===== config.mk =====
export PLATFORM = sky130hd
export DESIGN_NAME = sha384_ctrl
export DESIGN_NICKNAME = d
export VERILOG_FILES = /design/src/sha384_pkg.sv /design/src/sha384_ctrl.sv
export SDC_FILE = /design/constraint.sdc
export NUM_CORES = 1
export LEC_CHECK = 0
export ABC_AREA = 1
export BUFFER_PORTS_ARGS = -buffer_cell sky130_fd_sc_hd__buf_2
export CORE_MARGIN = 2
export CORE_UTILIZATION = 40
export CTS_BUF_LIST = sky130_fd_sc_hd__clkbuf_16
export DETAILED_ROUTE_END_ITERATION = 6
export SYNTH_ARGS = -nofsm -noshare
export SYNTH_HDL_FRONTEND = slang
export SYNTH_SLANG_ARGS = --single-unit

===== constraint.sdc =====
create_clock -name clock -period 3.9 [get_ports clock]
set_clock_uncertainty 0.2 [all_clocks]
set_input_delay 0.39 -clock clock [delete_from_list [all_inputs] [get_ports clock]]
set_output_delay 0.39 -clock clock [all_outputs]
set_load 0.02 [all_outputs]

===== src/sha384_pkg.sv =====
// shared types, constants and round functions for the sha-384 stream hasher
// depends on nothing; used by every module in src
package sha384_pkg;

   localparam int unsigned WORD_W     = 64;
   localparam int unsigned SCHED_LEN  = 16;
   localparam int unsigned CHAIN_LEN  = 8;
   localparam int unsigned ROUNDS     = 80;

   localparam logic [6:0] FILL_LAST   = 7'd127;
   localparam logic [6:0] LEN_AT      = 7'd112;
   localparam logic [6:0] ROUND_LAST  = 7'd79;
   localparam logic [2:0] DIGEST_LAST = 3'd5;
   localparam logic [3:0] LEN_LAST    = 4'd15;
   localparam logic [7:0] PAD_BYTE    = 8'h80;
   localparam logic [63:0] BITS_PER_BYTE = 64'd8;

   localparam logic [63:0] START_VALUE [CHAIN_LEN] = '{
      64'hcbbb9d5dc1059ed8, 64'h629a292a367cd507, 64'h9159015a3070dd17, 64'h152fecd8f70e5939,
      64'h67332667ffc00b31, 64'h8eb44a8768581511, 64'hdb0c2e0d64f98fa7, 64'h47b5481dbefa4fa4
   };

   localparam logic [63:0] ROUND_K [ROUNDS] = '{
      64'h428a2f98d728ae22, 64'h7137449123ef65cd, 64'hb5c0fbcfec4d3b2f, 64'he9b5dba58189dbbc,
      64'h3956c25bf348b538, 64'h59f111f1b605d019, 64'h923f82a4af194f9b, 64'hab1c5ed5da6d8118,
      64'hd807aa98a3030242, 64'h12835b0145706fbe, 64'h243185be4ee4b28c, 64'h550c7dc3d5ffb4e2,
      64'h72be5d74f27b896f, 64'h80deb1fe3b1696b1, 64'h9bdc06a725c71235, 64'hc19bf174cf692694,
      64'he49b69c19ef14ad2, 64'hefbe4786384f25e3, 64'h0fc19dc68b8cd5b5, 64'h240ca1cc77ac9c65,
      64'h2de92c6f592b0275, 64'h4a7484aa6ea6e483, 64'h5cb0a9dcbd41fbd4, 64'h76f988da831153b5,
      64'h983e5152ee66dfab, 64'ha831c66d2db43210, 64'hb00327c898fb213f, 64'hbf597fc7beef0ee4,
      64'hc6e00bf33da88fc2, 64'hd5a79147930aa725, 64'h06ca6351e003826f, 64'h142929670a0e6e70,
      64'h27b70a8546d22ffc, 64'h2e1b21385c26c926, 64'h4d2c6dfc5ac42aed, 64'h53380d139d95b3df,
      64'h650a73548baf63de, 64'h766a0abb3c77b2a8, 64'h81c2c92e47edaee6, 64'h92722c851482353b,
      64'ha2bfe8a14cf10364, 64'ha81a664bbc423001, 64'hc24b8b70d0f89791, 64'hc76c51a30654be30,
      64'hd192e819d6ef5218, 64'hd69906245565a910, 64'hf40e35855771202a, 64'h106aa07032bbd1b8,
      64'h19a4c116b8d2d0c8, 64'h1e376c085141ab53, 64'h2748774cdf8eeb99, 64'h34b0bcb5e19b48a8,
      64'h391c0cb3c5c95a63, 64'h4ed8aa4ae3418acb, 64'h5b9cca4f7763e373, 64'h682e6ff3d6b2b8a3,
      64'h748f82ee5defb2fc, 64'h78a5636f43172f60, 64'h84c87814a1f0ab72, 64'h8cc702081a6439ec,
      64'h90befffa23631e28, 64'ha4506cebde82bde9, 64'hbef9a3f7b2c67915, 64'hc67178f2e372532b,
      64'hca273eceea26619c, 64'hd186b8c721c0c207, 64'heada7dd6cde0eb1e, 64'hf57d4f7fee6ed178,
      64'h06f067aa72176fba, 64'h0a637dc5a2c898a6, 64'h113f9804bef90dae, 64'h1b710b35131c471b,
      64'h28db77f523047d84, 64'h32caab7b40c72493, 64'h3c9ebe0a15c9bebc, 64'h431d67c49c100d4c,
      64'h4cc5d4becb3e42b6, 64'h597f299cfc657e2a, 64'h5fcb6fab3ad6faec, 64'h6c44198c4a475817
   };

   typedef struct packed {
      logic [7:0] data_byte;
      logic       byte_valid;
      logic       message_end;
   } req_type;

   typedef struct packed {
      logic [63:0] digest_word;
      logic        word_last;
   } rsp_type;

   typedef enum logic [1:0] {
      SRC_INPUT,
      SRC_PAD,
      SRC_ZERO,
      SRC_LENGTH
   } byte_src_type;

   typedef struct packed {
      logic         push;
      byte_src_type src;
      logic         count_bits;
      logic [2:0]   len_sel;
      logic         init;
      logic         round;
      logic [6:0]   rnd;
      logic         add;
      logic         clear;
      logic         emit;
      logic [2:0]   out_idx;
      logic         last;
   } cmd_type;

   typedef struct packed {
      logic [6:0] fill;
   } status_type;

   function automatic logic [63:0] rotr(input logic [63:0] x, input int unsigned n);
      rotr = (x >> n) | (x << (WORD_W - n));
   endfunction

   function automatic logic [63:0] sched_sig0(input logic [63:0] x);
      sched_sig0 = rotr(x, 1) ^ rotr(x, 8) ^ (x >> 7);
   endfunction

   function automatic logic [63:0] sched_sig1(input logic [63:0] x);
      sched_sig1 = rotr(x, 19) ^ rotr(x, 61) ^ (x >> 6);
   endfunction

   function automatic logic [63:0] big_sig0(input logic [63:0] x);
      big_sig0 = rotr(x, 28) ^ rotr(x, 34) ^ rotr(x, 39);
   endfunction

   function automatic logic [63:0] big_sig1(input logic [63:0] x);
      big_sig1 = rotr(x, 14) ^ rotr(x, 18) ^ rotr(x, 41);
   endfunction

endpackage


===== src/sha384_ctrl.sv =====
// sequencer for byte intake, padding, the round loop and digest output
// depends on sha384_pkg; drives the command struct of sha384_dp
module sha384_ctrl (
   input  logic                   clock,
   input  logic                   reset,
   input  logic                   req_valid,
   input  logic                   byte_valid,
   input  logic                   message_end,
   output logic                   req_ready,
   output logic                   rsp_valid,
   input  logic                   rsp_ready,
   input  sha384_pkg::status_type status,
   output sha384_pkg::cmd_type    cmd
);

   typedef enum logic [2:0] {
      ST_IDLE,
      ST_PAD,
      ST_ZERO,
      ST_LENGTH,
      ST_INIT,
      ST_ROUND,
      ST_ADD,
      ST_OUT
   } state_type;

   state_type  state_ff, ret_ff;
   logic [6:0] rnd_ff;
   logic [3:0] len_cnt_ff;
   logic [2:0] out_cnt_ff;
   logic       rsp_valid_ff;
   logic       take;
   logic       full_push;

   assign req_ready = (state_ff == ST_IDLE);
   assign rsp_valid = rsp_valid_ff;
   assign take      = req_valid && req_ready;
   assign full_push = cmd.push && (status.fill == sha384_pkg::FILL_LAST);

   always_comb begin
      cmd         = '0;
      cmd.src     = sha384_pkg::SRC_ZERO;
      cmd.rnd     = rnd_ff;
      cmd.len_sel = len_cnt_ff[2:0];
      cmd.out_idx = out_cnt_ff;
      unique case (state_ff)
         ST_IDLE: begin
            if (take && byte_valid) begin
               cmd.push       = 1'b1;
               cmd.src        = sha384_pkg::SRC_INPUT;
               cmd.count_bits = 1'b1;
            end
         end
         ST_PAD: begin
            cmd.push = 1'b1;
            cmd.src  = sha384_pkg::SRC_PAD;
         end
         ST_ZERO: begin
            cmd.push = (status.fill != sha384_pkg::LEN_AT);
         end
         ST_LENGTH: begin
            cmd.push = 1'b1;
            cmd.src  = len_cnt_ff[3] ? sha384_pkg::SRC_LENGTH : sha384_pkg::SRC_ZERO;
         end
         ST_INIT:  cmd.init  = 1'b1;
         ST_ROUND: cmd.round = 1'b1;
         ST_ADD:   cmd.add   = 1'b1;
         ST_OUT: begin
            if (!rsp_valid_ff || rsp_ready) begin
               cmd.emit  = 1'b1;
               cmd.last  = (out_cnt_ff == sha384_pkg::DIGEST_LAST);
               cmd.clear = (out_cnt_ff == sha384_pkg::DIGEST_LAST);
            end
         end
         default: cmd = '0;
      endcase
   end

   always_ff @(posedge clock) begin
      if (reset) begin
         state_ff     <= ST_IDLE;
         ret_ff       <= ST_IDLE;
         rnd_ff       <= '0;
         len_cnt_ff   <= '0;
         out_cnt_ff   <= '0;
         rsp_valid_ff <= 1'b0;
      end else begin
         rsp_valid_ff <= cmd.emit || (rsp_valid_ff && !rsp_ready);
         unique case (state_ff)
            ST_IDLE: begin
               if (take) begin
                  if (full_push) begin
                     state_ff <= ST_INIT;
                     ret_ff   <= message_end ? ST_PAD : ST_IDLE;
                  end else if (message_end) begin
                     state_ff <= ST_PAD;
                  end
               end
            end
            ST_PAD: begin
               if (full_push) begin
                  state_ff <= ST_INIT;
                  ret_ff   <= ST_ZERO;
               end else begin
                  state_ff <= ST_ZERO;
               end
            end
            ST_ZERO: begin
               if (!cmd.push) begin
                  state_ff   <= ST_LENGTH;
                  len_cnt_ff <= '0;
               end else if (full_push) begin
                  state_ff <= ST_INIT;
                  ret_ff   <= ST_ZERO;
               end
            end
            ST_LENGTH: begin
               len_cnt_ff <= len_cnt_ff + 4'd1;
               if (len_cnt_ff == sha384_pkg::LEN_LAST) begin
                  state_ff <= ST_INIT;
                  ret_ff   <= ST_OUT;
               end
            end
            ST_INIT: begin
               rnd_ff   <= '0;
               state_ff <= ST_ROUND;
            end
            ST_ROUND: begin
               rnd_ff <= rnd_ff + 7'd1;
               if (rnd_ff == sha384_pkg::ROUND_LAST) state_ff <= ST_ADD;
            end
            ST_ADD: begin
               state_ff   <= ret_ff;
               out_cnt_ff <= '0;
            end
            ST_OUT: begin
               if (cmd.emit) begin
                  out_cnt_ff <= out_cnt_ff + 3'd1;
                  if (cmd.last) state_ff <= ST_IDLE;
               end
            end
            default: state_ff <= ST_IDLE;
         endcase
      end
   end

endmodule


==> summary.md, run 1 <==
| Metric | Value |
|---|---|
| Worst-Skew Late Latency | 0.25 ns |
| Area of the multi-input gates | 845 µm² |
| Final Hold Fails | 0 |
| Starting density of the core | 42.0% |
| I/O pin cnt | 38 |
| DRC viols | 0 |
| Hold WC Path Type | in -> reg |
| Worst setup path class | reg -> out |
| Power Total | 0.000897 W |
| Clock buffer count from CTS | 3 |
| Main flop type after synthesis | dfxtp_1 |
| CTS Hold Bufs | 0 |
| P_sw | 0.000398 W |
| Achievable frequency | 436 MHz |
| Period utilisation layout | 58.8% |
| Postcts setup bufs | 0 |
| Overflow after GRT | 0 |
| Initial antenna violation count | 0 |
| #FFs+latches synth | 21 |
| Syn_nets | 218 |
| Final Net Count | 254 |
| CP peak stage delay | 0.66 ns |
| Syn Std Cell Area | 1420 µm² |
| Fillers | 360 |
| DR vias | 1354 |
| Antenna Cells | 0 |
| Slowest-stage cell, CP | dfxtp_1 |
| Die H | 63.7 µm |
| Cell leakage power | 0.819 nW |
| Placer Congestion | 0.880 |
| Die ar. | 4050 µm² |
| Fin util | 50.2% |
| Core Rows | 21 |
| Number of synthesized flops with an enable pin | 0 |
| Logic pwr share | 45.7% |
| Switching Share | 44.4% |
| RSZ-0062 raised after global routing | no |
| DP HPWL | 2.54 mm |
| Critical-path cell list | inv_2 -> nor2_4 -> inv_2 -> nor2_4 -> buf_2 |
| First-pass iteration count of the detailed router | 4 |
| Status | complete, no violations |
| Final setup fails | 0 |
| Core area | 3390 µm² |
| Async SR Flop Fraction | 0% |
| Post-route cell area | 1700 µm² |
| Hold_ws | 0.256 ns |
| Htree depth | 1 |
| Tightest Pin Transition | 0.537 ns |
| Routed length per placed instance | 11.2 µm |
| Gr usage total | 16.0% |
| Worst path top cell family by delay | flip-flops |
| Syn_area_per_cell | 7.08 µm² |
| WP buf/inv | 3 |
| Total routed wirelength | 3.16 mm |
| Final setup TNS | 0 ns |
| P&R area growth vs syn | 19.4% |
| First-pass GRT wire length | 5.23 mm |
| Power Density | 527 nW/µm² |
| Relative slew margins | 64.2% |
| Critical Path Sink Type | primary output |
| Clk slew on worst S/H paths | 0.06 ns |
| Vias/cell | 4.80 |
| Vias in the first global route | 1159 |
| Maximum fanout along the worst path | 10 |
| Yosys warning total | 0 |
| Max-slew violation count | 0 |
| Clock sink count | 21 |
| Layout cells sized above 1 | 30.1% |
| Clk network pwr share | 24.4% |
| Clk buf depth | 2 |
| FF/Latch Area | 420 µm² |
| Initial DRC Count | 51 |
| Worst EP required | 3.31 ns |
| Sequential share of power | 29.9% |
| Arrival time worst endpoint | 1.70 ns |
| Largest net degree at the start of global routing | 13 |
| CTS resizes | 0 |
| Peak VDD IR | 0.000317 V |
| Synth Instances | 201 |
| Final ANT Viol Nets | 0 |
| Max Cap Viol | 0 |
| Distinct cell type count after synthesis | 32 |
| Cell Area, Placed | 1620 µm² |
| TritonCTS clock tree | built |
| CP Launch Type | flip-flop |
| Root buffer cell | clkbuf_16 |
| Port Buffers | 37 |
| Internal power | 0.000498 W |
| Min Clock Period, post-route | 2.29 ns |
| Die boundary width | 63.7 µm |
| Post-synthesis sequential area ratio | 29.5% |
-- Yosys cell counts, types with 4 or more instances --
master / instances / area [µm²]
nand2_2: 7 / 43.8
dfxtp_1: 21 / 420
inv_2: 4 / 15.0
nand2_1: 44 / 165
nand3_1: 15 / 75.1
inv_1: 23 / 86.3
buf_4: 4 / 30.0
nor2_1: 15 / 56.3
a21oi_1: 16 / 80.1
nor2_4: 4 / 45.0
o21ai_0: 8 / 40.0
ha_1: 4 / 50.1
-- cells in the final DEF, fill, tap and decap left out, types with 3 or more instances in the layout --
master     instances
a21oi_2            3
nand3_1           15
nand4_1            3
nand2_4            3
ha_1               4
clkbuf_16          3
nor2_1            15
a21oi_1           16
o21ai_2            3
nand2_1           44
nand2_2            7
inv_1             24
inv_2              4
o21ai_0            8
nor2_4             4
dfxtp_1           21
nor4_1             3
nor3_1             3
buf_2             37
-- state kept, by name, summed over array words and instances, names as in the netlist --
register / cells
state_ff: 3
len_cnt_ff: 4
out_cnt_ff: 3
ret_ff: 3
rnd_ff: 7
rsp_valid: 1
-- final cells by class --
type | count | area share (%)
inverter | 29 | 6.70
tap | 46 | 3.38
clock inverter | 1 | 0.221
multi-input combinational | 145 | 49.7
clock buffer | 3 | 4.42
sequential | 21 | 24.7
timing repair buffer | 37 | 10.9
-- final timing paths --
path	slack (ns)	start	endpoint	depth (start not counted)
min	0.26	reset	state_ff[0]	2
min reg2reg	0.26	ret_ff[1]	ret_ff[1]	2
max reg2reg	1.89	state_ff[2]	state_ff[0]	10
max	1.61	state_ff[2]	cmd[14]	5
-- logic make-up after synthesis --
kind of cell	after synthesis	share of synthesized area (%)
xor+xnor	2	1.23
compound gates	36	15.6
fa+ha+maj	4	3.52
buf+inv	35	11.2
simple gates	103	39.0
flops	21	29.5
-- stage by stage --
| step | instances | worst slack, ns |
|---|---|---|
| 2_1_floorplan | 201 | 1.95 |
| 3_3_place_gp | 278 | 1.92 |
| 3_5_place_dp | 278 | 1.89 |
| 4_1_cts | 282 | 1.61 |
| 5_1_grt | 282 | 1.49 |
| 6_report | 282 | 1.61 |
-- worst reg2reg max path: cells and delay by family (launching register included) --
family                 cells  cell delay [ns]
and+or+nand+nor            5             0.55
DFF                        1             0.66
buffers and inverters      3             0.33
AOI/OAI and AO/OA          2             0.23
-- per-layer routing --
metal  wire (µm)  part of all wire, %  GRT usage (%)  vias to the layer above
met3         129                  4.1           3.57                        4
met4          35                  1.1           3.53                        0
met5           0                    0              0                        -
met2        1470                   47           26.1                       25
met1        1520                   48           21.5                      597
li1            -                    -              -                      728
-- power groups by stage --
stage               Sequential, W  Combinational (W)  Clock (W)
detailed placement       0.000272           0.000413          0
global route             0.000271           0.000450   0.000229
floorplan                0.000254           0.000344          0
global placement         0.000272           0.000413          0
finish                   0.000268           0.000410   0.000219
CTS                      0.000268           0.000414   0.000223
Note: power is estimated with default switching activity, not from simulation.
==> inputs of run 2 (changes only) <==
--- a/config.mk
+++ b/config.mk
@@ -5,12 +5,13 @@
 export SDC_FILE = /design/constraint.sdc
 export NUM_CORES = 1
 export LEC_CHECK = 0
-export ABC_AREA = 1
+export ABC_AREA = 0
 export BUFFER_PORTS_ARGS = -buffer_cell sky130_fd_sc_hd__buf_2
 export CORE_MARGIN = 2
 export CORE_UTILIZATION = 40
 export CTS_BUF_LIST = sky130_fd_sc_hd__clkbuf_16
 export DETAILED_ROUTE_END_ITERATION = 6
+export PLACE_DENSITY = 0.66
 export SYNTH_ARGS = -nofsm -noshare
 export SYNTH_HDL_FRONTEND = slang
 export SYNTH_SLANG_ARGS = --single-unit
==> constraint.sdc (replaced) <==
create_clock -name clock -period 1.89 [get_ports clock]
set_clock_uncertainty 0.2 [all_clocks]
set_input_delay 0.189 -clock clock [delete_from_list [all_inputs] [get_ports clock]]
set_output_delay 0.189 -clock clock [all_outputs]
set_load 0.02 [all_outputs]
==> run 2 against run 1 <==
Net effect: first-iteration DRC count is 27% lower; core utilization is 5.9 points higher; worst hold slack worse by 0.15 ns; combinational power increased by 66%; die area is 5.7% lower; highest routed layer is now met3.
==> summary.md, run 2 <==
| Metric | Value |
|---|---|
| Internal power | 0.00105 W (was 0.000498 W) |
| Post-synthesis mux area share | 1.50% (was 0%) |
| DRC viols | 0 (unchanged) |
| Critical Path Sink Type | flip-flop (was primary output) |
| Routed length per placed instance | 13.2 µm (was 11.2 µm) |
| Maximum fanout along the worst path | 4 (was 10) |
| Hold WC Path Type | in -> reg (unchanged) |
| Status | complete, no violations (unchanged) |
| Worst-Skew Late Latency | 0.25 ns (about the same) |
| Core area | 3130 µm² (was 3390 µm²) |
| I/O pin cnt | 38 (unchanged) |
| Final setup margin | 0.0290 ns (was 1.61 ns) |
| Die boundary width | 61.8 µm (was 63.7 µm) |
| Total routed wirelength | 3.45 mm (was 3.16 mm) |
| Placer Congestion | 0.819 (was 0.880) |
| Top-count cell post-synth | nor2_1 (was nand2_1) |
| Setup crit end | state_ff[2] (was cmd[14]) |
| Compound-Gate Fraction of Synth Area | 22.7% (was 15.6%) |
| Yosys top cell area share | 31.4% (was 29.5%) |
| Largest family of logic cells by synthesized area | simple AND/OR/NAND/NOR gates (unchanged) |
| Regs by FF count | rnd_ff x7, len_cnt_ff x4 (unchanged) |
| Worst Setup SP | status[1] (was state_ff[2]) |
| First-pass iteration count of the detailed router | 4 (unchanged) |
| Sequential share of power | 31.5% (was 29.9%) |
| Syn Std Cell Area | 1340 µm² (was 1420 µm²) |
| Reg2Reg Depth | 6 (was 10) |
| Largest net degree at the start of global routing | 21 (was 13) |
| Final setup TNS | 0 ns (unchanged) |
| Logic pwr share | 41.1% (was 45.7%) |
| P&R area growth vs syn | 31.1% (was 19.4%) |
| Final Net Count | 235 (was 254) |
| Max-slew violation count | 0 (unchanged) |
| Achievable frequency | 537 MHz |
| Clk buf depth | 2 (unchanged) |
| Port Buffers | 37 (unchanged) |
| Number of synthesized flops with an enable pin | 0 (unchanged) |
| Reg with most FFs | rnd_ff (unchanged) |
| Power Density | 946 nW/µm² (was 527 nW/µm²) |
| Min Clock Period, post-route | 1.86 ns |
| Gr usage total | 19.8% (was 16.0%) |
| Vias in the first global route | 1309 (was 1159) |
| Area contributors post-synth | dfxtp_1 (31%), nor2_1 (6.5%), a21oi_1 (4.5%) (was dfxtp_1 (30%), nand2_1 (12%), inv_1 (6.1%)) |
| Post-Synth Simple-Gate Area | 32.3% (was 39.0%) |
| Vias/cell | 5.49 (was 4.80) |
| Starting density of the core | 42.8% (was 42.0%) |
| R2r setup slk | 0.06 ns (was 1.89 ns) |
| Async SR Flop Fraction | 0% (unchanged) |
| Commonest non-fill, non-tap cell in the layout | buf_2 (was nand2_1) |
| DR vias | 1432 (was 1354) |
| Post-synthesis sequential area ratio | 31.4% (was 29.5%) |
| Core Rows | 20 (was 21) |
| Yosys warning total | 0 (unchanged) |
| Clock buffer count from CTS | 3 (unchanged) |
| Syn_nets | 191 (was 218) |
| Final setup fails | 0 (unchanged) |
| Root buffer cell | clkbuf_16 (unchanged) |
| Period utilisation layout | 98.5% |
| Postcts setup bufs | 0 (unchanged) |
| Worst setup path class | in -> reg (was reg -> out) |
| Main flop type after synthesis | dfxtp_1 (unchanged) |
| Clk slew on worst S/H paths | 0.06 ns (about the same) |
| Overflow after GRT | 0 (unchanged) |
| Worst slack at placement | -0.190 ns (was 1.89 ns) |
| Worst EP required | 1.83 ns (was 3.31 ns) |
| Clk network pwr share | 27.4% (was 24.4%) |
| Final Hold Fails | 0 (unchanged) |
| CTS Hold Bufs | 0 (unchanged) |
| Syn_area_per_cell | 7.69 µm² (was 7.08 µm²) |
| Layout cells sized above 1 | 35.0% (was 30.1%) |
| Reg2reg start | rnd_ff[0] (was state_ff[2]) |
| Switching Share | 36.8% (was 44.4%) |
| Peak VDD IR | 0.000514 V (was 0.000317 V) |
| Die ar. | 3820 µm² (was 4050 µm²) |
| P_sw | 0.000610 W (was 0.000398 W) |
| Worst Hold Depth | 3 (was 2) |
| Dpl cells | 257 (was 278) |
| Tightest Pin Transition | 0.445 ns (was 0.537 ns) |
| Synth Area in Adders | 3.74% (was 3.51%) |
| Relative slew margins | 70.0% (was 64.2%) |
| Most frequent cells in the layout | buf_2 (37), nor2_1 (20), dfxtp_1 (17), buf_4 (14), nand2_1 (13) (was nand2_1 (44), buf_2 (37), inv_1 (24), dfxtp_1 (21), a21oi_1 (16)) |
| Initial antenna violation count | 0 (unchanged) |
| Synth Instances | 174 (was 201) |
| Antenna Cells | 0 (unchanged) |
| #FFs+latches synth | 21 (unchanged) |
| First-pass GRT wire length | 5.82 mm (was 5.23 mm) |
| Initial DRC Count | 37 (was 51) |
| Final Instance Count excl. Fillers | 261 (was 282) |
| Die H | 61.8 µm (was 63.7 µm) |
| Htree depth | 1 (unchanged) |
| Largest register FFs | 7 (unchanged) |
| FF-to-FF End | state_ff[1] (was state_ff[0]) |
| Cell leakage power | 0.771 nW (was 0.819 nW) |
| Arrival time worst endpoint | 1.80 ns (was 1.70 ns) |
| TritonCTS clock tree | built (unchanged) |
| DP HPWL | 2.65 mm (was 2.54 mm) |
| Leading post-synthesis cells by instance count | nor2_1 (23), dfxtp_1 (21), nand2_1 (13) (was nand2_1 (44), inv_1 (23), dfxtp_1 (21)) |
| Top cell type by total area after synthesis | dfxtp_1 (unchanged) |
| Clock sink count | 21 (unchanged) |
| Max Cap Viol | 0 (unchanged) |
| Final ANT Viol Nets | 0 (unchanged) |
| CP Launch Type | primary input (was flip-flop) |
| Post-Synth XOR/XNOR Area | 1.96% (was 1.23%) |
| Distinct cell type count after synthesis | 45 (was 32) |
run 2: cell types whose count changed in the layout (fill, tap and decap cells not counted), moves of 5 or more:
| cell | change |
|---|---|
| nand2b_1 | +5 |
| buf_4 | +14 |
| a22oi_1 | +5 |
| nand2_1 | -31 |
| nand2_2 | -7 |
| nand3_1 | -5 |
| inv_1 | -21 |
| a21oi_1 | -6 |
| nor2_1 | +5 |
run 2: worst max-delay path, cell delays in order:
cell,delay [ns]
buf_2,0.10
or4_4,0.57
or3_1,0.41
a221oi_2,0.24
a31oi_1,0.06
o31a_1,0.23
run 2: worst min-delay path by stage:
stage / startpoint / endpoint / slack, ns
after floorplan: reset / state_ff[0] / 0.17
after global placement: len_cnt_ff[3] / len_cnt_ff[3] / 0.29
after detailed placement: len_cnt_ff[3] / len_cnt_ff[3] / 0.30
after CTS: rsp_ready / rsp_valid / 0.11
after global routing: rsp_ready / rsp_valid / 0.14
final: rsp_ready / rsp_valid / 0.11
run 2: what timing repair did:
item | 4_1_cts | 5_1_grt
pin swaps | 0 | 1
gates resized for setup | 2 | 14
endpoints found under the setup margin | 4 | 12
endpoints found under the hold margin | 0 | 0
run 2: cell type report:
| type | count | area, µm² |
|---|---|---|
| clock buffer | 3 | 75.1 |
| clock inverter | 1 | 5.00 |
| multi-input combinational | 137 | 880 |
| fill | 291 | 1380 |
| timing repair buffer | 52 | 302 |
| inverter | 3 | 11.3 |
| sequential | 21 | 425 |
| tap | 44 | 55.1 |
run 2: per-layer routing:
metal,routed length (µm),up-vias,track usage (%)
li1,-,716,-
met1,1600,687,27.5
met2,1730,29,33.7
met3,116,0,3.11
met4,0,0,1.82
met5,0,-,0
run 2: stage by stage:
step | instance area [µm²] | utilization (%) | total power (W) | hold WS (ns)
2_1_floorplan | 1340 | - | 0.000951 | 0.173
3_3_place_gp | 1620 | 51.8 | 0.00115 | 0.293
3_5_place_dp | 1620 | 51.8 | 0.00117 | 0.302
4_1_cts | 1710 | 54.5 | 0.00163 | 0.109
5_1_grt | 1750 | 56.0 | 0.00176 | 0.138
6_report | 1750 | 56.0 | 0.00166 | 0.109
run 2: kinds of logic after synthesis:
group	after synthesis
compound gates	43
fa+ha+maj	4
mux	2
buf+inv	16
flops	21
simple gates	85
xor+xnor	3
run 2: power groups by stage:
stage               Clock (W)  Combinational, W  Sequential (W)
finish               0.000455          0.000682        0.000522
global route         0.000482          0.000748        0.000526
CTS                  0.000463          0.000647        0.000516
detailed placement          0          0.000641        0.000524
global placement            0          0.000628        0.000524
floorplan                   0          0.000447        0.000504
==> inputs of run 3 (changes only) <==
--- a/config.mk
+++ b/config.mk
@@ -6,12 +6,11 @@
 export NUM_CORES = 1
 export LEC_CHECK = 0
 export ABC_AREA = 0
-export BUFFER_PORTS_ARGS = -buffer_cell sky130_fd_sc_hd__buf_2
 export CORE_MARGIN = 2
 export CORE_UTILIZATION = 40
 export CTS_BUF_LIST = sky130_fd_sc_hd__clkbuf_16
 export DETAILED_ROUTE_END_ITERATION = 6
-export PLACE_DENSITY = 0.66
+export DONT_BUFFER_PORTS = 1
 export SYNTH_ARGS = -nofsm -noshare
 export SYNTH_HDL_FRONTEND = slang
 export SYNTH_SLANG_ARGS = --single-unit
==> constraint.sdc (replaced) <==
create_clock -name clock -period 1.79 [get_ports clock]
set_clock_uncertainty 0.2 [all_clocks]
set_input_delay 0.179 -clock clock [delete_from_list [all_inputs] [get_ports clock]]
set_output_delay 0.179 -clock clock [all_outputs]
set_load 0.02 [all_outputs]
==> run 3 against run 2 <==
Net effect: via count rose by 0.42%; count of clock-buffer cells in the layout did not move; global-route usage rose by 0.060 points; critical path depth did not move; core utilization rose by 3.3 points; sequential power rose by 6.7%; clock power rose by 6.2%; routed wire length rose by 12%; combinational power rose by 22%; critical endpoint is now state_ff[1]; die area did not move; sequential share of layout area fell by 0.89 points; power rose by 13%.
==> summary.md, run 3 (synthesis gave the netlist of run 2 again) <==
| Metric | Value |
|---|---|
| Status | complete, no violations (unchanged) |
| Hold WC Path Type | in -> reg (unchanged) |
| Most frequent cells in the layout | buf_4 (39), nor2_1 (20), dfxtp_1 (14), nand2_1 (13), a21oi_1 (11) (was buf_2 (37), nor2_1 (20), dfxtp_1 (17), buf_4 (14), nand2_1 (13)) |
| Final Net Count | 227 (was 235) |
| Clock buffer count from CTS | 3 (unchanged) |
| Worst slack at placement | -0.146 ns (was -0.190 ns) |
| Commonest non-fill, non-tap cell in the layout | buf_4 (was buf_2) |
| Final Hold Fails | 0 (unchanged) |
| Period utilisation layout | 98.8% |
| Final Instance Count excl. Fillers | 253 (was 261) |
| P&R area growth vs syn | 38.8% (was 31.1%) |
| I/O pin cnt | 38 (unchanged) |
| Die H | 61.8 µm (unchanged) |
| Placer Congestion | 0.826 (was 0.819) |
| Gr usage total | 19.9% (was 19.8%) |
| Htree depth | 1 (unchanged) |
| Maximum fanout along the worst path | 4 (unchanged) |
| Vias in the first global route | 1377 (was 1309) |
| Worst Hold Depth | 3 (unchanged) |
| Max Cap Viol | 0 (unchanged) |
| Clk slew on worst S/H paths | 0.06 ns (about the same) |
| Achievable frequency | 566 MHz |
| Port Buffers | 0 (was 37) |
| Initial DRC Count | 45 (was 37) |
| Initial antenna violation count | 0 (unchanged) |
| Core area | 3130 µm² (unchanged) |
| Min Clock Period, post-route | 1.77 ns |
| Post-route cell area | 1860 µm² (was 1750 µm²) |
| DP HPWL | 2.73 mm (was 2.65 mm) |
| Arrival time worst endpoint | 1.67 ns (was 1.80 ns) |
| Vias/cell | 5.68 (was 5.49) |
| Worst EP required | 1.69 ns (was 1.83 ns) |
| Final setup fails | 0 (unchanged) |
| Dpl cells | 245 (was 257) |
| First-pass GRT wire length | 5.78 mm (was 5.82 mm) |
| Reg with most FFs | rnd_ff (unchanged) |
| DR vias | 1438 (was 1432) |
| CP Launch Type | flip-flop (was primary input) |
| DRC viols | 0 (unchanged) |
| Largest register FFs | 7 (unchanged) |
| Tightest Pin Transition | 0.807 ns (was 0.445 ns) |
| Worst setup path class | reg -> reg (was in -> reg) |
| Root buffer cell | clkbuf_16 (unchanged) |
| Regs by FF count | rnd_ff x7, len_cnt_ff x4 (unchanged) |
| Antenna Cells | 0 (unchanged) |
| Fin util | 59.4% (was 56.0%) |
| Worst-Skew Late Latency | 0.25 ns (about the same) |
| Die boundary width | 61.8 µm (unchanged) |
| Max-slew violation count | 0 (unchanged) |
| Cell Area, Placed | 1630 µm² (was 1620 µm²) |
| Critical Path Sink Type | flip-flop (unchanged) |
| Relative slew margins | 46.0% (was 70.0%) |
| Die ar. | 3820 µm² (unchanged) |
| Routed length per placed instance | 15.3 µm (was 13.2 µm) |
| Peak VDD IR | 0.000389 V (was 0.000514 V) |
| Starting density of the core | 42.8% (unchanged) |
| RSZ-0062 raised after global routing | yes |
| First-pass iteration count of the detailed router | 4 (unchanged) |
| Cell leakage power | 0.753 nW (was 0.771 nW) |
| Core Rows | 20 (unchanged) |
| TritonCTS clock tree | built (unchanged) |
| Largest net degree at the start of global routing | 20 (was 21) |
| Layout cells sized above 1 | 38.3% (was 35.0%) |
| Reg2Reg Depth | 6 (unchanged) |
| Power Density | 1010 nW/µm² (was 946 nW/µm²) |
| Final setup margin | 0.0219 ns (was 0.0290 ns) |
| Final ANT Viol Nets | 0 (unchanged) |
| Total routed wirelength | 3.87 mm (was 3.45 mm) |
| Clock sink count | 21 (unchanged) |
| Overflow after GRT | 0 (unchanged) |
| Clk buf depth | 2 (unchanged) |
run 3: timing repair:
action | CTS | global route
setup buffers | 0 | 2
endpoints found under the hold margin | 21 | 0
hold buffers | 2 | 0
pin swaps | 0 | 6
setup endpoints to repair | 9 | 8
resized for setup | 8 | 26
gates cloned | 0 | 0
run 3: area by class of cell:
cell class              count  area [µm²]
clock buffers               3        75.1
clock inverters             1        5.00
fillers                   287        1270
inverters                   3        11.3
multi-input cells         137         932
flip-flops and latches     21         434
well taps                  44        55.1
repair buffers             44         344
run 3: final timing paths:
path	from	end	slack (ns)
max	rnd_ff[0]	state_ff[1]	0.02
min	req_valid	state_ff[0]	0.04
max reg2reg	rnd_ff[0]	state_ff[1]	0.02
min reg2reg	len_cnt_ff[3]	len_cnt_ff[3]	0.32
run 3: through the flow:
stage          hold slack (ns)  setup TNS (ns)  power, W
3_5_place_dp            0.0494          -0.327   0.00124
5_1_grt                 0.0783          -0.171   0.00196
3_3_place_gp            0.0472          -0.182   0.00123
2_1_floorplan            0.163          -0.398   0.00101
6_report                0.0438               0   0.00187
4_1_cts                 0.0340               0   0.00175
run 3: worst max-delay path: stages, from the launching register on:
cell and delay, ns:
dfxtp_2 0.34, ha_2 0.18, and3_4 0.19, nand4_1 0.11, o2111a_2 0.20, nor4_1 0.32
a211oi_2 0.08
run 3: report_power, final:
group / internal, W / switching, W / leakage, nW
Sequential: 0.000508 / 0.0000487 / 0.173
Combinational: 0.000375 / 0.000455 / 0.538
Clock: 0.000300 / 0.000182 / 0.0409
run 3: layer usage:
layer  global-route usage, %  wire (µm)
met5                       0          0
met4                    6.38         14
met3                    3.31        169
met2                    34.7       1990
met1                    24.8       1690
